[config.mk]
export PLATFORM = sky130hd
export DESIGN_NAME = antialiased_square_tone_synth
export DESIGN_NICKNAME = d
export VERILOG_FILES = /design/src/rtl/ast_pkg.sv /design/src/rtl/antialiased_square_tone_synth.sv /design/src/rtl/ast_regs.sv /design/src/rtl/ast_div.sv
export SDC_FILE = /design/constraint.sdc
export NUM_CORES = 2
export LEC_CHECK = 0
export BUFFER_PORTS_ARGS = -buffer_cell sky130_fd_sc_hd__buf_2
export CAP_MARGIN = 20
export CORE_ASPECT_RATIO = 1.4
export CORE_MARGIN = 1
export CORE_UTILIZATION = 40
export DETAILED_ROUTE_END_ITERATION = 16
export GPL_TIMING_DRIVEN = 0
export HOLD_SLACK_MARGIN = 0.15
export SLEW_MARGIN = 15
export SYNTH_ARGS = -nofsm -noshare
export SYNTH_HDL_FRONTEND = slang
export SYNTH_SLANG_ARGS = --single-unit
[constraint.sdc]
create_clock -name clk -period 16 [get_ports clk]
set_input_delay 3.2 -clock clk [delete_from_list [all_inputs] [get_ports clk]]
set_output_delay 3.2 -clock clk [all_outputs]
set_load 0.01 [all_outputs]
[src/rtl/ast_pkg.sv]
// Shared types, constants and widths for the antialiased square tone synthesizer.
// Used by ast_regs, ast_div and antialiased_square_tone_synth; depends on nothing.
`default_nettype none

package ast_pkg;

  localparam int PHASE_BITS    = 32;
  localparam int FRACTION_BITS = 16;
  localparam int COUNT_BITS    = 10;
  localparam int SAMPLE_BITS   = 16;

  localparam int FSTEP_W   = 26;
  localparam int NUM_W     = 40;
  localparam int MIN_DIV_W = 16;
  localparam int AMP_W     = 15;
  localparam int DIVIN_W   = 16;

  localparam int DIV_ZERO_VALUE = 65536;

  localparam int PROD_W    = AMP_W + PHASE_BITS;
  localparam int DVD_W     = (NUM_W > PROD_W) ? NUM_W : PROD_W;
  localparam int DVS_W     = (PHASE_BITS > DIVIN_W + 1) ? PHASE_BITS : DIVIN_W + 1;
  localparam int DIV_CNT_W = $clog2(DVD_W);

  localparam int APB_ADDR_W = 5;
  localparam int APB_DATA_W = 64;
  localparam int REG_IDX_W  = 2;

  localparam logic [1:0] CMD_GATE    = 2'd0;
  localparam logic [1:0] CMD_DIVISOR = 2'd1;
  localparam logic [1:0] CMD_SAMPLE  = 2'd2;

  localparam logic [REG_IDX_W-1:0] REG_FRAME_STEP = 2'd0;
  localparam logic [REG_IDX_W-1:0] REG_TONE_NUM   = 2'd1;
  localparam logic [REG_IDX_W-1:0] REG_MIN_DIV    = 2'd2;
  localparam logic [REG_IDX_W-1:0] REG_AMPLITUDE  = 2'd3;

  localparam logic [FSTEP_W-1:0]   FRAME_STEP_RST = 26'd44884015;
  localparam logic [NUM_W-1:0]     TONE_NUM_RST   = 40'd106764117937;
  localparam logic [MIN_DIV_W-1:0] MIN_DIV_RST    = 16'd60;
  localparam logic [AMP_W-1:0]     AMPLITUDE_RST  = 15'd16383;

  localparam logic [SAMPLE_BITS-1:0] SAMPLE_POS_MAX = {1'b0, {(SAMPLE_BITS-1){1'b1}}};
  localparam logic [SAMPLE_BITS-1:0] SAMPLE_NEG_MAX = {1'b1, {(SAMPLE_BITS-1){1'b0}}};

  typedef struct packed {
    logic [1:0]         command;
    logic               gate_on;
    logic [DIVIN_W-1:0] divisor;
  } ast_in_t;

  typedef struct packed {
    logic signed [SAMPLE_BITS-1:0] sample;
    logic                          sample_valid;
    logic                          frame_last;
  } ast_out_t;

  typedef struct packed {
    logic [FSTEP_W-1:0]   frame_step;
    logic [NUM_W-1:0]     tone_numerator;
    logic [MIN_DIV_W-1:0] min_audible_divisor;
    logic [AMP_W-1:0]     amplitude;
  } ast_cfg_t;

  typedef struct packed {
    logic             start;
    logic [DVD_W-1:0] dividend;
    logic [DVS_W-1:0] divisor;
  } ast_div_req_t;

  typedef struct packed {
    logic busy;
    logic done;
  } ast_div_sts_t;

endpackage

`default_nettype wire

[src/rtl/antialiased_square_tone_synth.sv]
// Top level: one request at a time. Gate, ignored or silent divisor writes and samples without
// a tone go straight to the output register; a divisor write that divides and a tone sample
// first wait for the serial divider (47 quotient bits, one a cycle).
// The next request is accepted in the cycle after the result is loaded;
// the result may wait in the output register meanwhile.
// Reset is synchronous and active high: state clears, registers return to defaults.
`default_nettype none

module antialiased_square_tone_synth
  import ast_pkg::*;
(
  input  wire logic                  clk,
  input  wire logic                  rst,
  input  wire logic                  req_valid,
  output logic                       req_stall,
  input  wire ast_in_t               req,
  output logic                       smp_valid,
  input  wire logic                  smp_stall,
  output ast_out_t                   smp,
  input  wire logic                  psel,
  input  wire logic                  penable,
  input  wire logic                  pwrite,
  input  wire logic [APB_ADDR_W-1:0] paddr,
  input  wire logic [APB_DATA_W-1:0] pwdata,
  output logic      [APB_DATA_W-1:0] prdata,
  output logic                       pready
);

  localparam logic [2:0] S_IDLE = 3'd0;
  localparam logic [2:0] S_EXEC = 3'd1;
  localparam logic [2:0] S_TRI  = 3'd2;
  localparam logic [2:0] S_MUL  = 3'd3;
  localparam logic [2:0] S_DIVS = 3'd4;
  localparam logic [2:0] S_DIVW = 3'd5;
  localparam logic [2:0] S_EMIT = 3'd6;

  localparam int ACC_W = FSTEP_W + 1;
  localparam int N_W   = ACC_W - FRACTION_BITS;
  localparam int CMP_W = (N_W > COUNT_BITS + 1) ? N_W : COUNT_BITS + 1;

  function automatic logic [PHASE_BITS-1:0] tri_wave(input logic [PHASE_BITS-1:0] p);
    tri_wave = p[PHASE_BITS-1] ? (PHASE_BITS'(0) - p) : p;
  endfunction

  ast_cfg_t     cfg;
  ast_div_req_t div_req;
  ast_div_sts_t div_sts;
  logic [DVD_W-1:0] quo;

  logic [2:0]             state;
  ast_in_t                cmd_q;
  logic                   gate_enabled;
  logic [PHASE_BITS-1:0]  wave_phase;
  logic [FRACTION_BITS-1:0] frame_fraction;
  logic [COUNT_BITS-1:0]  samples_left;
  logic [PHASE_BITS-1:0]  phase_step;
  logic                   frame_silent;
  logic [PHASE_BITS-1:0]  phase_next;
  logic [PHASE_BITS-1:0]  diff;
  logic                   neg;
  logic [SAMPLE_BITS-1:0] res_sample;
  logic                   res_valid;
  logic                   res_last;

  logic [ACC_W-1:0]       acc;
  logic [CMP_W-1:0]       n_ext;
  logic [COUNT_BITS-1:0]  count_sat;
  logic                   silent_hit;
  logic [DVS_W-1:0]       div_operand;
  logic [PHASE_BITS-1:0]  t0;
  logic [PHASE_BITS-1:0]  t1;
  logic [PROD_W-1:0]      prod;
  logic [PHASE_BITS-1:0]  step_sat;
  logic [SAMPLE_BITS-1:0] q_low;
  logic                   q_hi;
  logic                   ovf_pos;
  logic                   ovf_neg;
  logic [SAMPLE_BITS-1:0] sample_sat;
  logic                   emit_ok;

  ast_regs u_regs (
    .clk     (clk),
    .rst     (rst),
    .psel    (psel),
    .penable (penable),
    .pwrite  (pwrite),
    .paddr   (paddr),
    .pwdata  (pwdata),
    .prdata  (prdata),
    .pready  (pready),
    .cfg     (cfg)
  );

  ast_div u_div (
    .clk      (clk),
    .rst      (rst),
    .req      (div_req),
    .sts      (div_sts),
    .quotient (quo)
  );

  assign req_stall = state != S_IDLE;
  assign emit_ok   = !smp_valid || !smp_stall;

  always_comb begin
    acc         = ACC_W'(cfg.frame_step) + ACC_W'(frame_fraction);
    n_ext       = CMP_W'(acc[ACC_W-1:FRACTION_BITS]);
    count_sat   = (|n_ext[CMP_W-1:COUNT_BITS]) ? {COUNT_BITS{1'b1}} : n_ext[COUNT_BITS-1:0];
    silent_hit  = (cmd_q.divisor != '0) &&
                  (MIN_DIV_W'(cmd_q.divisor) < cfg.min_audible_divisor);
    div_operand = (cmd_q.divisor == '0) ? DVS_W'(DIV_ZERO_VALUE) : DVS_W'(cmd_q.divisor);
    t0          = tri_wave(wave_phase);
    t1          = tri_wave(phase_next);
    prod        = PROD_W'(cfg.amplitude) * PROD_W'(diff);
    step_sat    = (|quo[DVD_W-1:PHASE_BITS]) ? {PHASE_BITS{1'b1}} : quo[PHASE_BITS-1:0];
    q_low       = quo[SAMPLE_BITS-1:0];
    q_hi        = |quo[DVD_W-1:SAMPLE_BITS];
    ovf_pos     = q_hi || quo[SAMPLE_BITS-1];
    ovf_neg     = q_hi || (quo[SAMPLE_BITS-1] && (|quo[SAMPLE_BITS-2:0]));
    if (neg) begin
      sample_sat = ovf_neg ? SAMPLE_NEG_MAX : (SAMPLE_BITS'(0) - q_low);
    end else begin
      sample_sat = ovf_pos ? SAMPLE_POS_MAX : q_low;
    end
  end

  always_comb begin
    div_req.start    = 1'b0;
    div_req.dividend = DVD_W'(cfg.tone_numerator);
    div_req.divisor  = div_operand;
    if (state == S_EXEC) begin
      div_req.start = (cmd_q.command == CMD_DIVISOR) && gate_enabled && !silent_hit;
    end else if (state == S_MUL) begin
      div_req.start    = 1'b1;
      div_req.dividend = DVD_W'(prod);
      div_req.divisor  = DVS_W'(phase_step);
    end
  end

  always_ff @(posedge clk) begin
    if (rst) begin
      state          <= S_IDLE;
      gate_enabled   <= 1'b0;
      wave_phase     <= '0;
      frame_fraction <= '0;
      samples_left   <= '0;
      phase_step     <= '0;
      frame_silent   <= 1'b0;
      smp_valid      <= 1'b0;
    end else begin
      if (state == S_EMIT && emit_ok) begin
        smp_valid <= 1'b1;
      end else if (smp_valid && !smp_stall) begin
        smp_valid <= 1'b0;
      end
      unique case (state)
        S_IDLE: begin
          if (req_valid) begin
            state <= S_EXEC;
          end
        end
        S_EXEC: begin
          unique case (cmd_q.command)
            CMD_GATE: begin
              gate_enabled <= cmd_q.gate_on;
              state        <= S_EMIT;
            end
            CMD_DIVISOR: begin
              if (gate_enabled) begin
                frame_fraction <= acc[FRACTION_BITS-1:0];
                samples_left   <= count_sat;
                if (silent_hit) begin
                  frame_silent <= 1'b1;
                  phase_step   <= '0;
                  state        <= S_EMIT;
                end else begin
                  frame_silent <= 1'b0;
                  state        <= S_DIVW;
                end
              end else begin
                state <= S_EMIT;
              end
            end
            CMD_SAMPLE: begin
              if (samples_left != '0) begin
                samples_left <= samples_left - 1'b1;
              end
              if (samples_left != '0 && !frame_silent && phase_step != '0) begin
                state <= S_TRI;
              end else begin
                state <= S_EMIT;
              end
            end
            default: begin
              state <= S_EMIT;
            end
          endcase
        end
        S_TRI: begin
          wave_phase <= phase_next;
          state      <= S_MUL;
        end
        S_MUL: begin
          state <= S_DIVS;
        end
        S_DIVS: begin
          if (div_sts.done) begin
            state <= S_EMIT;
          end
        end
        S_DIVW: begin
          if (div_sts.done) begin
            phase_step <= step_sat;
            state      <= S_EMIT;
          end
        end
        S_EMIT: begin
          if (emit_ok) begin
            state <= S_IDLE;
          end
        end
        default: begin
          state <= S_IDLE;
        end
      endcase
    end
  end

  always_ff @(posedge clk) begin
    if (state == S_IDLE && req_valid) begin
      cmd_q <= req;
    end
    if (state == S_EXEC) begin
      res_sample <= '0;
      res_valid  <= (cmd_q.command == CMD_SAMPLE) && (samples_left != '0);
      res_last   <= (cmd_q.command == CMD_SAMPLE) && (samples_left == COUNT_BITS'(1));
      phase_next <= wave_phase + phase_step;
    end
    if (state == S_TRI) begin
      neg  <= t1 < t0;
      diff <= (t1 < t0) ? (t0 - t1) : (t1 - t0);
    end
    if (state == S_DIVS && div_sts.done) begin
      res_sample <= sample_sat;
    end
    if (state == S_EMIT && emit_ok) begin
      smp.sample       <= res_sample;
      smp.sample_valid <= res_valid;
      smp.frame_last   <= res_last;
    end
  end

  assert property (@(posedge clk) disable iff (rst) frame_silent |-> phase_step == '0)
    else $error("silent frame carries a nonzero phase step");

  assert property (@(posedge clk) disable iff (rst)
    div_sts.done |-> (state == S_DIVW || state == S_DIVS))
    else $error("divider finished while no state waits for it");

  assert property (@(posedge clk) disable iff (rst) div_req.start |-> !div_sts.busy)
    else $error("divider started while still busy");

  assert property (@(posedge clk) disable iff (rst)
    (smp_valid && !smp.sample_valid) |-> (smp.sample == '0 && !smp.frame_last))
    else $error("result without a frame sample has nonzero fields");

endmodule

`default_nettype wire

[src/rtl/ast_regs.sv]
// Configuration register file behind the APB-style port.
// Depends on ast_pkg for register codes, reset values and the config struct.
`default_nettype none

module ast_regs
  import ast_pkg::*;
(
  input  wire logic                  clk,
  input  wire logic                  rst,
  input  wire logic                  psel,
  input  wire logic                  penable,
  input  wire logic                  pwrite,
  input  wire logic [APB_ADDR_W-1:0] paddr,
  input  wire logic [APB_DATA_W-1:0] pwdata,
  output logic      [APB_DATA_W-1:0] prdata,
  output logic                       pready,
  output ast_cfg_t                   cfg
);

  logic [REG_IDX_W-1:0] reg_idx;
  logic                 wr_en;

  assign pready  = 1'b1;
  assign reg_idx = paddr[APB_ADDR_W-1:3];
  assign wr_en   = psel && penable && pwrite;

  always_ff @(posedge clk) begin
    if (rst) begin
      cfg.frame_step          <= FRAME_STEP_RST;
      cfg.tone_numerator      <= TONE_NUM_RST;
      cfg.min_audible_divisor <= MIN_DIV_RST;
      cfg.amplitude           <= AMPLITUDE_RST;
    end else if (wr_en) begin
      unique case (reg_idx)
        REG_FRAME_STEP: cfg.frame_step          <= pwdata[FSTEP_W-1:0];
        REG_TONE_NUM:   cfg.tone_numerator      <= pwdata[NUM_W-1:0];
        REG_MIN_DIV:    cfg.min_audible_divisor <= pwdata[MIN_DIV_W-1:0];
        REG_AMPLITUDE:  cfg.amplitude           <= pwdata[AMP_W-1:0];
      endcase
    end
  end

  always_comb begin
    unique case (reg_idx)
      REG_FRAME_STEP: prdata = APB_DATA_W'(cfg.frame_step);
      REG_TONE_NUM:   prdata = APB_DATA_W'(cfg.tone_numerator);
      REG_MIN_DIV:    prdata = APB_DATA_W'(cfg.min_audible_divisor);
      REG_AMPLITUDE:  prdata = APB_DATA_W'(cfg.amplitude);
    endcase
  end

endmodule

`default_nettype wire

[src/rtl/ast_div.sv]
// Shared serial restoring divider, one quotient bit per cycle.
// Depends on ast_pkg for operand widths and the request and status structs.
`default_nettype none

module ast_div
  import ast_pkg::*;
(
  input  wire logic         clk,
  input  wire logic         rst,
  input  wire ast_div_req_t req,
  output ast_div_sts_t      sts,
  output logic [DVD_W-1:0]  quotient
);

  logic [DVS_W-1:0]     rem;
  logic [DVS_W-1:0]     dvs;
  logic [DIV_CNT_W-1:0] cnt;
  logic [DVS_W:0]       trial;
  logic                 qbit;
  logic [DVS_W:0]       diff;

  always_comb begin
    trial = {rem, quotient[DVD_W-1]};
    qbit  = trial >= {1'b0, dvs};
    diff  = trial - {1'b0, dvs};
  end

  always_ff @(posedge clk) begin
    if (rst) begin
      sts.busy <= 1'b0;
      sts.done <= 1'b0;
    end else begin
      sts.done <= !req.start && sts.busy && (cnt == '0);
      if (req.start) begin
        sts.busy <= 1'b1;
      end else if (sts.busy && cnt == '0) begin
        sts.busy <= 1'b0;
      end
    end
  end

  always_ff @(posedge clk) begin
    if (req.start) begin
      quotient <= req.dividend;
      dvs      <= req.divisor;
      rem      <= '0;
      cnt      <= DIV_CNT_W'(DVD_W - 1);
    end else if (sts.busy) begin
      quotient <= {quotient[DVD_W-2:0], qbit};
      rem      <= qbit ? diff[DVS_W-1:0] : trial[DVS_W-1:0];
      cnt      <= cnt - 1'b1;
    end
  end

endmodule

`default_nettype wire

# After elaboration in Yosys (flattened, before gate mapping)
# Index checks and enable logic that the tools add are counted.
word_totals:
  register_bits: 432
  inputBits: 95
  output_inout_bits: 85
  elab_cells: 157
classes:
  add_sub_neg: 10
  mul: 1
  magnitude_cmp: 3
  n_eq_ne: 21
  n_mux: 39
  n_reduce_logical: 53
ops:
  columns: ["operator", "count"]
  rows:
  - ["32-bit 2-to-1 mux", 9]
  - ["64-bit case mux with 4 select lines", 1]
  - ["32-bit subtractor", 3]
  - ["47-bit 2-to-1 mux", 2]
  - ["16-bit 2-to-1 mux", 5]
  - ["80-bit 2-to-1 mux", 1]
  - ["79-bit 2-to-1 mux", 1]
  - ["32-bit case mux with 2 select lines", 1]
  - ["1-bit by 32-bit subtractor with 32-bit output, first input constant", 2]
  - ["15-bit by 32-bit multiplier with 47-bit output", 1]
  - ["33-bit by 32-bit greater-or-equal comparator with 1-bit output", 1]
  - ["32-bit adder", 1]
  - ["32-bit less-than comparator", 1]
  - ["32-bit nonzero test", 1]
  - ["31-bit OR reduction", 1]
  - ["10-bit 2-to-1 mux", 3]
  - ["15-bit OR reduction", 2]
  - ["26-bit by 16-bit adder with 27-bit output", 1]
  - ["10-bit case mux with 2 select lines", 1]
  - ["3-bit case mux with 6 select lines", 1]
  - ["1-bit logical AND", 17]
  - ["17-bit 2-to-1 mux", 1]
  - ["16-bit zero test", 1]
  - ["16-bit less-than comparator", 1]
  - ["29 further kinds", 68]

# Logic depth before layout (Yosys ltp)
logic_depth:
  depth_word: 8
  ltp_mapped: 25
  depth_no_buf: 24

# Modules after synthesis
# A second synthesis with hierarchy kept.
hier_totals:
  cells_unflattened: 4865
  area_unflattened_um2: 43143.9
modules_own_cells:
  columns: ["module", "n_inst", "cells_per_inst", "area_each_um2"]
  rows:
  - ["antialiased_square_tone_synth", 1, 3772, 31776.7]
  - ["ast_div", 1, 622, 6652.6]
  - ["ast_regs", 1, 471, 4714.5]

# Least setup slack after synthesis
# No wires, ideal clock.
synth_timing:
  kind: "input to output"
  startpoint: "in paddr[3]"
  endpoint: "out prdata[16]"
  t_arrival_ns: 4.637
  required_ns: 12.800
  slack_ns: 8.163
  stages: 5
  n_path_buf: 3
  path_cell_list: "clkbuf_1 > clkbuf_1 > clkbuf_1 > mux2i_1 > nor2_1"
synth_via:
  elab_chain_cells: 2
  elab_cells_between_ends: 5
  classes_between: "eq/ne: 3; mux: 1; reduce/logical: 1"
synth_rtl:
  columns: ["element", "line", "text"]
  rows:
  - ["start, declared", "antialiased_square_tone_synth.sv:23", "input wire logic [APB_ADDR_W-1:0] paddr,"]
  - ["2-bit equality test, or another cell as far along", "ast_regs.sv:44", "unique case (reg_idx)"]
  - ["64-bit case mux with 4 select lines *", "ast_regs.sv:44", null]
  - ["end, declared", "antialiased_square_tone_synth.sv:25", "output logic [APB_DATA_W-1:0] prdata,"]
# Mark *: on every way between the ends. The rest lies on a longest branch, timed or not. The select of a mux whose other input is x is not followed.

# Worst setup path after layout
layout_timing:
  startpoint: "reg u_regs.cfg[7] (netlist name)"
  endpoint: "reg u_div.quotient[42], data pin"
layout_via:
  elab_chain_cells: 4
layout_rtl:
  columns: ["element", "line", "text"]
  rows:
  - ["15-bit by 32-bit multiplier with 47-bit output", "antialiased_square_tone_synth.sv:114", "prod = PROD_W'(cfg.amplitude) * PROD_W'(diff);"]
  - ["80-bit 2-to-1 mux", "antialiased_square_tone_synth.sv:133", "end else if (state == S_MUL) begin"]
  - ["79-bit 2-to-1 mux", "antialiased_square_tone_synth.sv:131", "if (state == S_EXEC) begin"]
  - ["47-bit 2-to-1 mux", "ast_div.sv:43", "if (req.start) begin"]
  - ["end signal, assigned", "ast_div.sv:44", "quotient <= req.dividend;"]
  - ["end signal, assigned", "ast_div.sv:49", "quotient <= {quotient[DVD_W-2:0], qbit};"]
  - ["end, declared", "ast_div.sv:12", "output logic [DVD_W-1:0] quotient"]
# Every way passes these cells.
# A chain may end at the register's enable or synchronous reset.

==> metrics.txt <==
H-Tree Depth=2; first-pass GRT wire length=219 mm; Synth Register Bits=432; area grow syn2layout=9.55%; number of fill cells=10,289; Crit Path Max Fanout=10; final setup skew=0.0252 ns; Reg-to-Reg End=u_div.quotient[42]; CP bufs+invs=6; drt wl/cell=22.5 um; area leader, netlist=fa_1; commonest non-fill, non-tap cell in the layout=nand2_1; initial antenna violation count=2; critical path's top delay family=adder cells; cells taking the most area after synthesis=fa_1 19%, edfxtp_1 14%, dfxtp_1 11%, ha_1 8.3%, nand2_1 6.5%; Max transition margin=26.5%; hpwl dp=119 mm; cell area after layout=0.0462 mm2; Slew Limit Fails=0; Die H=386 um; Worst path depth=24; slowest CP cell=o41ai_1; die area=0.107 mm2; max-cap violation count=0; reg-to-reg setup timing slack=6.80 ns; IO buf count=125; Initial Utilization=40.4%; Hold Crit Class=flop to flop; # resized after CTS=0; total gr overflow=0; Core Box Area=0.104 mm2; most frequent cells in the layout=728 x nand2_1, 606 x inv_1, 393 x fa_1; dpl cell area=0.0447 mm2; wirelength, routed=145 mm; setup tns final=0 ns; DRC violations left=0; Yosys top cell area share=18.7%; CTS tree=built; endpoint class of the critical path=flop; clock latency on the worst-skew pair=0.61 ns; post-synth cell types=81; Post-synth ARST share=0%; Row Count=140; Vias/cell=5.51; Worst path max stage delay=0.77 ns; largest net degree at the start of global routing=34; Top Ports=180; routability cong.=0.952; Worst Tran Pin Value=1.10 ns; Starting DRT DRC Count=2,436; width of the die=276 um; gr usage total=27.2%; Worst Path Arrival=9.53 ns; hold path start=res_sample[2]; DRT antenna net count=0; CP Cell Sequence=clkbuf_1 -> clkbuf_1 -> nand2_1 -> fa_1 -> fa_1 -> inv_1 -> fa_1 -> fa_1 -> fa_1 -> inv_1 -> fa_1 -> inv_1 -> ha_1 -> clkbuf_1 -> a21oi_1 -> o21ai_0 -> o41ai_1 -> a21oi_1 -> a21bo_2 -> a221oi_1 -> o211ai_1 -> o41ai_1 -> xor2_1 -> o21ai_0; kind of critical path=flop to flop; minimum clock period=9.20 ns; RSZ-0062 raised after global routing=no; CTS Hold Bufs=0; share of cells above drive strength 1=5.41%; Max Root-Sink Buffers=3; Most used DFF post-synth=dfxtp_1; Achievable Freq=109 MHz; final hold vios=0; vias in the first global route=36,307; Syn Area/Cell=8.68 um2; Ys Warns=0; status=finished clean; synthesized area=0.0421 mm2; Mapped Cells=4,853; CTS sink cnt=432; most frequent CP cell=fa_1; R2R depth=24; Setup violations, final=0; WHS Path Cells=0; DR vias=35,449; Hold Path End=smp[4]; Setup Fix Bufs, Post-CTS=0; CTS Buf Count=43; origin of the critical flop-to-flop path=u_regs.cfg[7]; sequential fraction of the synthesis area=25.2%; period utilization=57.5%; CTS clk-pin slew, worst paths=0.07 ns; CTS Root Cell=clkbuf_16; Worst EP required=16.33 ns; 1st-pass router iterations=5; crit start category=flop; EDFF count, synth=199; Final #Nets=5,818
-- area by class of cell --
cell class / instances / area, um2 / area share [%]
multi-input cells: 3553 / 28200 / 61.0
flip-flops and latches: 432 / 10600 / 23.0
inverters: 608 / 2280 / 4.94
well taps: 1349 / 1690 / 3.66
plain buffers: 283 / 1170 / 2.53
clock buffers: 53 / 1160 / 2.50
repair buffers: 131 / 756 / 1.64
clock inverters: 26 / 307 / 0.664
diodes: 3 / 7.51 / 0.0163
-- flip-flops by register name (all words and copies together), names as in the netlist, 18 cells and up --
signal          count
u_div.dvs          32
wave_phase         32
u_regs.cfg         97
smp                18
u_div.rem          32
u_div.quotient     47
phase_step         32
cmd_q              19
diff               32
phase_next         32
-- cells in the mapped netlist (10+ instances only) --
master and instances:
nand2_1 728, inv_1 607, fa_1 393, a21oi_1 350, and2_1 315, ha_1 278
clkbuf_1 235, dfxtp_1 233, o21ai_0 220, edfxtp_1 199, nor2_1 153, xnor2_1 140
a21o_1 98, mux2i_1 70, xor2_1 69, nand3_1 49, o211ai_1 46, nand3b_1 44
nor3_1 44, nand4_1 40, nor2b_1 40, nand2b_1 35, or3_1 35, a31oi_1 34
a211oi_1 33, nor4_1 32, o21bai_1 29, buf_4 26, a211o_1 23, and3_1 21
o21a_1 20, o31ai_1 19, buf_1 18, mux4_2 15, nand4b_1 12, o41ai_1 11
o31a_1 10
-- metal layers --
layer / vias to the layer above / part of all wire, % / GRT usage [%]
met4: 0 / 7.8 / 18.9
li1: 16481 / - / -
met2: 1227 / 50 / 49.0
met1: 17335 / 37 / 30.4
met5: - / 0 / 0
met3: 406 / 4.8 / 2.41
-- kinds of logic after synthesis --
| logic type | after synthesis | share of synthesized area, % |
|---|---|---|
| AO/OA/AOI/OAI | 976 | 14.4 |
| XOR/XNOR | 209 | 4.34 |
| adder cells (fa/ha/maj) | 671 | 26.9 |
| buffers and inverters | 891 | 8.18 |
| flip-flops | 432 | 25.2 |
| multiplexers | 89 | 2.57 |
| other | 2 | 0.0178 |
| AND/OR/NAND/NOR | 1583 | 18.3 |
-- worst max-delay path by stage --
stage / startpoint / to / slack (ns)
3_5_place_dp: u_regs.cfg[7] / u_div.quotient[42] / 6.92
2_1_floorplan: paddr[3] / prdata[16] / 8.16
6_report: u_regs.cfg[7] / u_div.quotient[42] / 6.80
5_1_grt: u_regs.cfg[7] / u_div.quotient[42] / 6.62
3_3_place_gp: u_regs.cfg[7] / u_div.quotient[42] / 6.88
4_1_cts: u_regs.cfg[7] / u_div.quotient[42] / 6.89
-- stage by stage --
step	utilization [%]	setup WS [ns]	hold slack (ns)	std cells
3_5_place_dp	42.9	6.92	0.410	6356
3_3_place_gp	42.7	6.88	0.406	6350
4_1_cts	44.3	6.89	0.418	6435
5_1_grt	44.3	6.62	0.433	6435
6_report	44.3	6.80	0.419	6438
2_1_floorplan	-	8.16	0.400	4876
Power is not shown: default switching activity piles up to over one toggle a cycle in this logic, so the estimate is an artifact.
